`src/dccf_pkg.sv`:
```
// Shared types and constants of the draw call frustum cull filter.
// Depends on nothing; every other file refers to it by scoped names.
package dccf_pkg;

    localparam int unsigned FIELD_W      = 32;
    localparam int unsigned HANDLE_W     = 32;
    localparam int unsigned PLANE_COUNT  = 6;
    localparam int unsigned MATRIX_DEPTH = 16;
    localparam int unsigned FIFO_DEPTH   = 4;
    localparam logic signed [FIELD_W-1:0] MIN_ELEMENTS   = 32'sd2;
    localparam logic        [HANDLE_W-1:0] INVALID_HANDLE = 32'hFFFF_FFFF;

    // Class of a word as decided by the front end
    typedef enum logic [1:0] {
        KIND_LOAD = 2'd0,
        KIND_DROP = 2'd1,
        KIND_DRAW = 2'd2
    } kind_t;

    // Result code of one word
    typedef enum logic [1:0] {
        OUT_DRAWN   = 2'd0,
        OUT_DROPPED = 2'd1,
        OUT_CULLED  = 2'd2,
        OUT_STORED  = 2'd3
    } outcome_t;

    // Classification carried with each queued word
    typedef struct packed {
        kind_t kind;
        logic  box_ok;
    } item_ctl_t;

    localparam int unsigned CTL_W = $bits(item_ctl_t);

    // Queue status seen by the front and back ends
    typedef struct packed {
        logic full;
        logic empty;
    } fifo_status_t;

endpackage

```
`src/dccf_front.sv`:
```
// Front end: classifies each incoming word and packs it for the queue.
// Depends on dccf_pkg.
module dccf_front #(
    parameter int COORD_WIDTH = 32,
    parameter int QW          = 3 + 7 * 32 + 64
) (
    input  logic                           cmd,
    input  logic        [31:0]             elem_value,
    input  logic signed [31:0]             vertex_count,
    input  logic signed [31:0]             index_count,
    input  logic        [31:0]             program_id,
    input  logic        [31:0]             texture_id,
    input  logic        [31:0]             box_min_x,
    input  logic        [31:0]             box_min_y,
    input  logic        [31:0]             box_min_z,
    input  logic        [31:0]             box_max_x,
    input  logic        [31:0]             box_max_y,
    input  logic        [31:0]             box_max_z,
    output logic        [QW-1:0]           word
);

    localparam int CW = COORD_WIDTH;

    // Take the low CW bits of a field, zero filled when CW is wider
    function automatic logic [CW-1:0] to_coord(input logic [31:0] f);
        logic [CW+31:0] t;
        t = {{CW{1'b0}}, f};
        return t[CW-1:0];
    endfunction

    logic [CW-1:0] elem_c;
    logic [CW-1:0] bmin_x, bmin_y, bmin_z, bmax_x, bmax_y, bmax_z;
    dccf_pkg::item_ctl_t ctl;

    // Convert fields to coordinate width
    always_comb
    begin
        elem_c = to_coord(elem_value);
        bmin_x = to_coord(box_min_x);
        bmin_y = to_coord(box_min_y);
        bmin_z = to_coord(box_min_z);
        bmax_x = to_coord(box_max_x);
        bmax_y = to_coord(box_max_y);
        bmax_z = to_coord(box_max_z);
    end

    // Classify: load, drop on too few elements, or draw
    always_comb
    begin
        ctl.box_ok = $signed(bmax_x) >= $signed(bmin_x);
        if (!cmd)
        begin
            ctl.kind = dccf_pkg::KIND_LOAD;
        end
        else if (vertex_count < dccf_pkg::MIN_ELEMENTS
                 || index_count < dccf_pkg::MIN_ELEMENTS)
        begin
            ctl.kind = dccf_pkg::KIND_DROP;
        end
        else
        begin
            ctl.kind = dccf_pkg::KIND_DRAW;
        end
    end

    // Pack the word for the queue
    assign word = {ctl, elem_c, bmin_x, bmin_y, bmin_z, bmax_x, bmax_y, bmax_z,
                   program_id, texture_id};

endmodule

```
`config.mk`:
```
export PLATFORM = sky130hd
export DESIGN_NAME = dccf_front
export DESIGN_NICKNAME = d
export VERILOG_FILES = /design/src/dccf_pkg.sv /design/src/dccf_front.sv
export SDC_FILE = /design/constraint.sdc
export NUM_CORES = 1
export LEC_CHECK = 0
export ABC_AREA = 1
export ABC_CLOCK_PERIOD_IN_PS = 1400
export BUFFER_PORTS_ARGS = -buffer_cell sky130_fd_sc_hd__buf_2
export CORE_AREA = 3 3 248 250
export DETAILED_ROUTE_END_ITERATION = 6
export DIE_AREA = 0 0 251 253
export PLACE_DENSITY = 0.33
export SLEW_MARGIN = 15
export SYNTH_ARGS = -nofsm -noshare
export SYNTH_HDL_FRONTEND = slang
export SYNTH_SLANG_ARGS = --single-unit
```
`constraint.sdc`:
```
create_clock -name vclk -period 1.4
set_input_delay 0.21 -clock vclk [all_inputs]
set_output_delay 0.21 -clock vclk [all_outputs]
set_load 0.02 [all_outputs]
```
==> results.json <==
{
  "status": "finished, violations left",
  "violations": "negative setup slack",
  "die_x_um": 251,
  "yosys-top-cells-count": "buf_4 (288), nand2_1 (39), inv_1 (38)",
  "finalSetupTns_ns": -0.4996,
  "critPathRequiredTime_ns": 1.19,
  "final-hold-violation-count": 0,
  "clockBufferCount": 0,
  "fin_crit_sh": 1.278,
  "maxCapViolations": 0,
  "drtAntennaViolNets": 0,
  "cellPowerDensity_nw_per_um2": 279.1,
  "placed_area_um2": 3228,
  "synth_top_area_share": 0.6685,
  "numPortBuffers": 194,
  "grt_max_degree": 4,
  "peakVddDrop_v": 0.0001054,
  "synth_area_um2": 3234,
  "fin_crit_ns": 1.789,
  "fin_ws_ns": -0.3887,
  "tightest_slew_ns": 0.2925,
  "power_mw": 1.075,
  "avgSynthCellArea_um2": 6.896,
  "place_ws_ns": -0.7146,
  "die-area_um2": 63500,
  "p_leak_nw": 1.679,
  "wl_um": 13960,
  "nets": 788,
  "fp.dieH_um": 253,
  "antenna_found_initial": 6,
  "yosysTopAreaCell": "buf_4",
  "max_slew_margin": 0.8037,
  "grt_overflow": 0,
  "ios": 644,
  "design_area_um2": 3852,
  "synth_cells": 469,
  "synth_nets": 854,
  "grt.total_usage": 0.03903,
  "hp-class": "in2out",
  "grt_pass1_wl_um": 17640,
  "drc_errors": 0,
  "wire_per_inst_um": 11.89,
  "gp_congestion": 0.7285,
  "fmax_mhz": 559.1,
  "seq_cells": 0,
  "yosysUniqueCellTypes": 21,
  "dr.pass1.iters": 4,
  "arrival_ns": 1.58,
  "antenna_cells": 0,
  "cts-hold-fix-buffers": 0,
  "timing.final.max_slew_violations": 0,
  "setup_viol": 3,
  "drtIter0Drc": 41,
  "cp_max_fo": 2,
  "crit_type": "in2out",
  "nFillCells": 7046,
  "viasPerCell": 2.122,
  "core_region_area_um2": 59240,
  "grt_pass1_vias": 2649,
  "end_kind": "primary output",
  "initial_core_util": 0.05460,
  "vias": 2491,
  "yosysSeqAreaShare": 0,
  "drive_gt1_frac": 0.7456,
  "dp_hpwl_um": 12550,
  "ys_warn_count": 0,
  "synth_most_common_cell": "buf_4",
  "area_growth_pct": 19.11,
  "seq_area_um2": 0,
  "critPathLaunchType": "primary input",
  "rsz0062_at_grt": "true",
  "fp-row-count": 89,
  "synth_area_leaders": "buf_4 (67%), ha_1 (12%), nand2_1 (4.5%)"
}
## cells in the final DEF (no fill, tap or decap), drive strengths merged
cell / count
nor4: 10
buf: 220
nor3: 1
a21oi: 14
nand2: 41
ha: 32
a31oi: 1
o21a: 2
nand3: 6
a21o: 1
nor2: 26
nand4: 5
o21ai: 2
inv: 40
## kinds of logic (layout without fill, tap and decap cells)
group | count (synthesis) | in the layout | synth area share
AOI/OAI and AO/OA | 20 | 20 | 0.03521
buffers and inverters | 328 | 260 | 0.7149
and+or+nand+nor | 89 | 89 | 0.1261
adders and majority gates | 32 | 32 | 0.1238
## repair_timing
| action | CTS | global route |
|---|---|---|
| pin swaps | 32 | 30 |
| setup buffers | 2 | 1 |
| setup endpoints to repair | 3 | 3 |
| gates resized for setup | 78 | 48 |
## path summary, 6_finish.rpt
kind                       start        end  slack, ns  cells after the start
hold / removal    texture_id[15]   word[15]       0.42                      0
setup / recovery   box_min_x[16]  word[288]      -0.39                     12
## power breakdown
| group | internal, mW | leakage (nW) | switching, mW |
|---|---|---|---|
| clock network | 0 | 0 | 0 |
| logic | 0.509 | 1.68 | 0.566 |
| registers | 0 | 0 | 0 |
| total | 0.509 | 1.68 | 0.566 |
## per-stage QoR
stage                     hold WS (ns)  cells  utilization
after floorplan                 0.5326    469            -
after global placement          0.4201   1173      0.05449
after detailed placement        0.4201   1173      0.05449
after CTS                       0.4201   1174      0.06059
after global routing            0.4200   1174      0.06503
final                           0.4200   1174      0.06503
## critical path, stage by stage
cell	delay, ns
buf_6	0.07
inv_1	0.05
ha_4	0.26
nand4_1	0.11
buf_6	0.15
nor4_4	0.19
buf_4	0.18
nand2_2	0.06
nand2_1	0.05
nand2_1	0.06
nand3_2	0.08
buf_6	0.11
## metal layers
metal / vias up / global-route usage / routed length, um
li1: 1036 / - / -
met1: 980 / 0.02628 / 3417
met4: 0 / 0.03464 / 1454
met2: 367 / 0.07245 / 6713
met5: - / 0 / 0
met3: 108 / 0.02475 / 2375
## layout make-up
cell class	instances	area [um2]	share of cell area
multi-input combinational	141	1429	0.3709
timing repair buffer	220	1296	0.3365
tap	773	967.2	0.2511
inverter	40	160.2	0.04157
(Power assumes the default switching activity.)
