**config.mk**
```make
export PLATFORM = sky130hd
export DESIGN_NAME = dccf_fifo
export DESIGN_NICKNAME = d
export VERILOG_FILES = /design/src/dccf_pkg.sv /design/src/dccf_fifo.sv
export SDC_FILE = /design/constraint.sdc
export NUM_CORES = 1
export LEC_CHECK = 0
export BUFFER_PORTS_ARGS = -buffer_cell sky130_fd_sc_hd__buf_2
export CORE_MARGIN = 1.5
export CORE_UTILIZATION = 30
export CTS_CLUSTER_SIZE = 14
export DETAILED_ROUTE_END_ITERATION = 12
export SETUP_SLACK_MARGIN = 0.1
export SLEW_MARGIN = 20
export SYNTH_ARGS = -nofsm -noshare
export SYNTH_HDL_FRONTEND = slang
export SYNTH_SLANG_ARGS = --single-unit
```
**constraint.sdc**
```tcl
create_clock -name clk -period 1.7 [get_ports clk]
set_input_delay 0.425 -clock clk [delete_from_list [all_inputs] [get_ports clk]]
set_output_delay 0.425 -clock clk [all_outputs]
set_load 0.02 [all_outputs]
```
**src/dccf_pkg.sv**
```systemverilog
// Shared types and constants of the draw call frustum cull filter.
// Depends on nothing; every other file refers to it by scoped names.
package dccf_pkg;

    localparam int unsigned FIELD_W      = 32;
    localparam int unsigned HANDLE_W     = 32;
    localparam int unsigned PLANE_COUNT  = 6;
    localparam int unsigned MATRIX_DEPTH = 16;
    localparam int unsigned FIFO_DEPTH   = 4;
    localparam logic signed [FIELD_W-1:0] MIN_ELEMENTS   = 32'sd2;
    localparam logic        [HANDLE_W-1:0] INVALID_HANDLE = 32'hFFFF_FFFF;

    // Class of a word as decided by the front end
    typedef enum logic [1:0] {
        KIND_LOAD = 2'd0,
        KIND_DROP = 2'd1,
        KIND_DRAW = 2'd2
    } kind_t;

    // Result code of one word
    typedef enum logic [1:0] {
        OUT_DRAWN   = 2'd0,
        OUT_DROPPED = 2'd1,
        OUT_CULLED  = 2'd2,
        OUT_STORED  = 2'd3
    } outcome_t;

    // Classification carried with each queued word
    typedef struct packed {
        kind_t kind;
        logic  box_ok;
    } item_ctl_t;

    localparam int unsigned CTL_W = $bits(item_ctl_t);

    // Queue status seen by the front and back ends
    typedef struct packed {
        logic full;
        logic empty;
    } fifo_status_t;

endpackage

```
**src/dccf_fifo.sv**
```systemverilog
// Short queue between the front and back ends, register based.
// Depends on dccf_pkg.
module dccf_fifo #(
    parameter int W = 8
) (
    input  logic                  clk,
    input  logic                  rst_n,
    input  logic                  push,
    input  logic [W-1:0]          push_word,
    input  logic                  pop,
    output logic [W-1:0]          pop_word,
    output dccf_pkg::fifo_status_t status
);

    localparam int DEPTH = dccf_pkg::FIFO_DEPTH;
    localparam int AW    = $clog2(DEPTH);

    logic [W-1:0]  mem_reg [DEPTH];
    logic [AW-1:0] wr_ptr_reg, rd_ptr_reg;
    logic [AW:0]   count_reg, count_next;

    // Store pushed words
    always_ff @(posedge clk)
    begin
        if (push)
        begin
            mem_reg[wr_ptr_reg] <= push_word;
        end
    end

    // Advance pointers and count
    always_comb
    begin
        count_next = count_reg;
        if (push && !pop)
        begin
            count_next = count_reg + 1'b1;
        end
        else if (pop && !push)
        begin
            count_next = count_reg - 1'b1;
        end
    end

    always_ff @(posedge clk or negedge rst_n)
    begin
        if (!rst_n)
        begin
            wr_ptr_reg <= '0;
            rd_ptr_reg <= '0;
            count_reg  <= '0;
        end
        else
        begin
            if (push)
            begin
                wr_ptr_reg <= wr_ptr_reg + 1'b1;
            end
            if (pop)
            begin
                rd_ptr_reg <= rd_ptr_reg + 1'b1;
            end
            count_reg <= count_next;
        end
    end

    assign pop_word     = mem_reg[rd_ptr_reg];
    assign status.full  = count_reg == (AW+1)'(DEPTH);
    assign status.empty = count_reg == '0;

`ifndef SYNTHESIS
    a_count_bound: assert property (@(posedge clk) disable iff (!rst_n)
        count_reg <= (AW+1)'(DEPTH))
        else $error("queue count above depth");
    a_no_push_full: assert property (@(posedge clk) disable iff (!rst_n)
        status.full && !pop |-> !push)
        else $error("push into full queue");
    a_no_pop_empty: assert property (@(posedge clk) disable iff (!rst_n)
        status.empty |-> !pop)
        else $error("pop from empty queue");
`endif

endmodule

```
==> metrics.txt <==
status complete, but fails checks; failing checks setup timing; Setup CP Type flop to primary output; GRT overflow 0; post-synthesis adder-cell area fraction 5.34%; utilization after layout 39.8%; Skew-Pair Late Insertion Delay 280 ps; vias per cell 4.35; initial core utilization 31.9%; VDD IR max 0.635 mV; Synth Area in Compound Gates 0.323%; CTS tree done; via count 765; register area share after synthesis 73.4%; root buf cell clkbuf_8; largest family of logic cells by synthesized area multiplexers; CTS H-tree lvls 2; number of CTS-inserted buffers 5; share of the synthesized area in the top cell type 62.1%; post-route setup slack -213 ps; CTS Buffer Depth 2; core area 4850 sq um; Yosys reg bits 39; Synth-to-Final Area Change 24.7%; count of input and output buffers 21; I/O pins 22; RSZ-0062 raised after global routing yes; Critical Path Fanout Max 8; Initial DRT Pass Iterations 2; fin. max-slew vios 0; post-route ant nets 0; Critical Path AT 1490 ps; Die H 74.8 microns; number of global-route vias before repair 808; DR iter-0 viols 16; synthesized area 1550 sq um; post-synth top area cell edfxtp_1; Worst Setup SP rd_ptr_reg[0]; P per Cell Area 1690 nW/um^2; Slew headroom 68.5%; Final Setup Violations 8; clock sink count 39; multiplexer area fraction after synthesis 12.4%; Filler Cell Count 446; Critical Path, Cell by Cell buf_12 -> mux4_2 -> buf_6; Leakage Power 0.000717 uW; Global Route Usage Sum 9.63%; Worst Hold Class primary input to flop; clock skew 5.85 ps; Mapped Nets 94; Yosys cell types 17; die area 5600 sq um; Final Hold Viols 0; syn_area_per_cell 20.4 sq um; Worst Hold Slack 356 ps; HPWL after DPL 1700 microns; final instance area 1930 sq um; startpoint types flop; DRC violations left 0; Largest register FFs 32; Worst Max-Slew Pin Slew 473 ps; synthesized instance count 76; Final Net Count 126; clock slew at reported path FFs 70 ps; initial antenna violation count 0; max-cap viol count 0; routed len/inst 13.9 microns; post-route clock period utilization 113%; Diodes inserted 0; Max Fclk 523 MHz; delay of the slowest critical-path stage 520 ps; reg-to-reg startpoint wr_ptr_reg[0]; Crit-path slowest cell mux4_2; Placed Area 1770 sq um; Crit path required time 1270 ps; share of cells above drive strength 1 41.3%; die width 74.8 microns; post-synthesis simple-gate area fraction 3.15%; WL final 2450 microns; RePlAce Congestion 0.663; yosys warns 0; XOR/XNOR Fraction of Synth Area 3.40%; minimum clock period 1910 ps; top area cells in the synthesized netlist edfxtp_1 62%, mux4_2 12%, dfrtp_1 11%; first-pass GRT wire length 3770 microns; Row Count 25; Setup crit end kind primary output; # Post-CTS Setup Buffers 0; largest net degree at the start of global routing 13; Hold Path Origin push_word[6]
timing repair:
item	4_1_cts	5_1_grt
endpoints found under the hold margin	7	0
resized for setup	16	4
hold buffers	1	0
setup endpoints to repair	8	10
cell usage after synthesis (all sizes together):
| cell type | number |
|---|---|
| and2 | 4 |
| buf | 2 |
| dfrtp | 7 |
| edfxtp | 32 |
| fa | 1 |
| ha | 5 |
| inv | 4 |
| mux2 | 1 |
| mux4 | 8 |
| nand2 | 2 |
| nor2 | 1 |
| nor3 | 1 |
| nor3b | 1 |
| o21ai | 1 |
| xnor2 | 2 |
| xor2 | 4 |
power breakdown:
part           leakage [uW]  internal [uW]  switching [uW]
registers          0.000375           1280             169
logic              0.000301            665             573
clock network     0.0000412            286             290
total              0.000717           2230            1030
cell usage in the layout, fill, tap and decap left out, types with 2 or more instances in the layout:
master	Yosys	routed
xor2_1	4	4
edfxtp_1	32	32
mux4_2	8	8
xnor2_1	2	2
buf_4	0	5
buf_2	1	12
inv_1	4	4
nand2_1	2	2
and2_1	4	4
clkbuf_8	0	5
dfrtp_1	7	6
ha_1	5	5
buf_6	1	8
layout make-up:
cell class	count	area [sq um]	area share, %
clock buffers	6	72.6	3.76
clock inverters	2	12.5	0.649
inverters	4	15.0	0.778
multi-input cells	31	390	20.2
flip-flops and latches	39	1140	58.9
well taps	67	83.8	4.35
repair buffers	27	218	11.3
worst max-delay path: cells and delay by family, from the launching register on:
family / cells / cell delay (ps)
buffers and inverters: 2 / 300
multiplexers: 1 / 520
flip-flops: 1 / 390
per-layer routing:
metal | wire [microns] | global-route usage [%] | vias up
met3 | 152 | 3.75 | 4
met4 | 29 | 4.85 | 0
met2 | 1250 | 15.8 | 22
li1 | - | - | 350
met5 | 0 | 0 | -
met1 | 1030 | 10.9 | 389
worst paths after layout:
kind	to	slack [ps]	depth (start not counted)
max	pop_word[2]	-210	3
min	mem_reg[0][6]	360	1
max reg2reg	mem_reg[2][7]	250	3
min reg2reg	count_reg[2]	520	1
max in group asynchronous	count_reg[0]	1020	2
min in group asynchronous	count_reg[2]	500	2
metrics by stage:
step	power [uW]	setup TNS, ps	cells	worst slack [ps]
after floorplan	2150	0	76	210
after global placement	2480	0	167	62.6
after detailed placement	2540	-65.2	167	-65.2
after CTS	3310	-1910	176	-246
after global routing	3460	-2100	176	-275
final	3270	-1640	176	-213
cell families (layout without fill, tap and decap cells):
family | count (synthesis) | count (layout)
DFF | 39 | 39
adders and majority gates | 6 | 6
and+or+nand+nor | 9 | 9
muxes | 9 | 9
xor gates and xnor gates | 6 | 6
AOI/OAI and AO/OA | 1 | 1
buffers and inverters | 6 | 39
No activity file was read; power rests on OpenSTA's default activity.
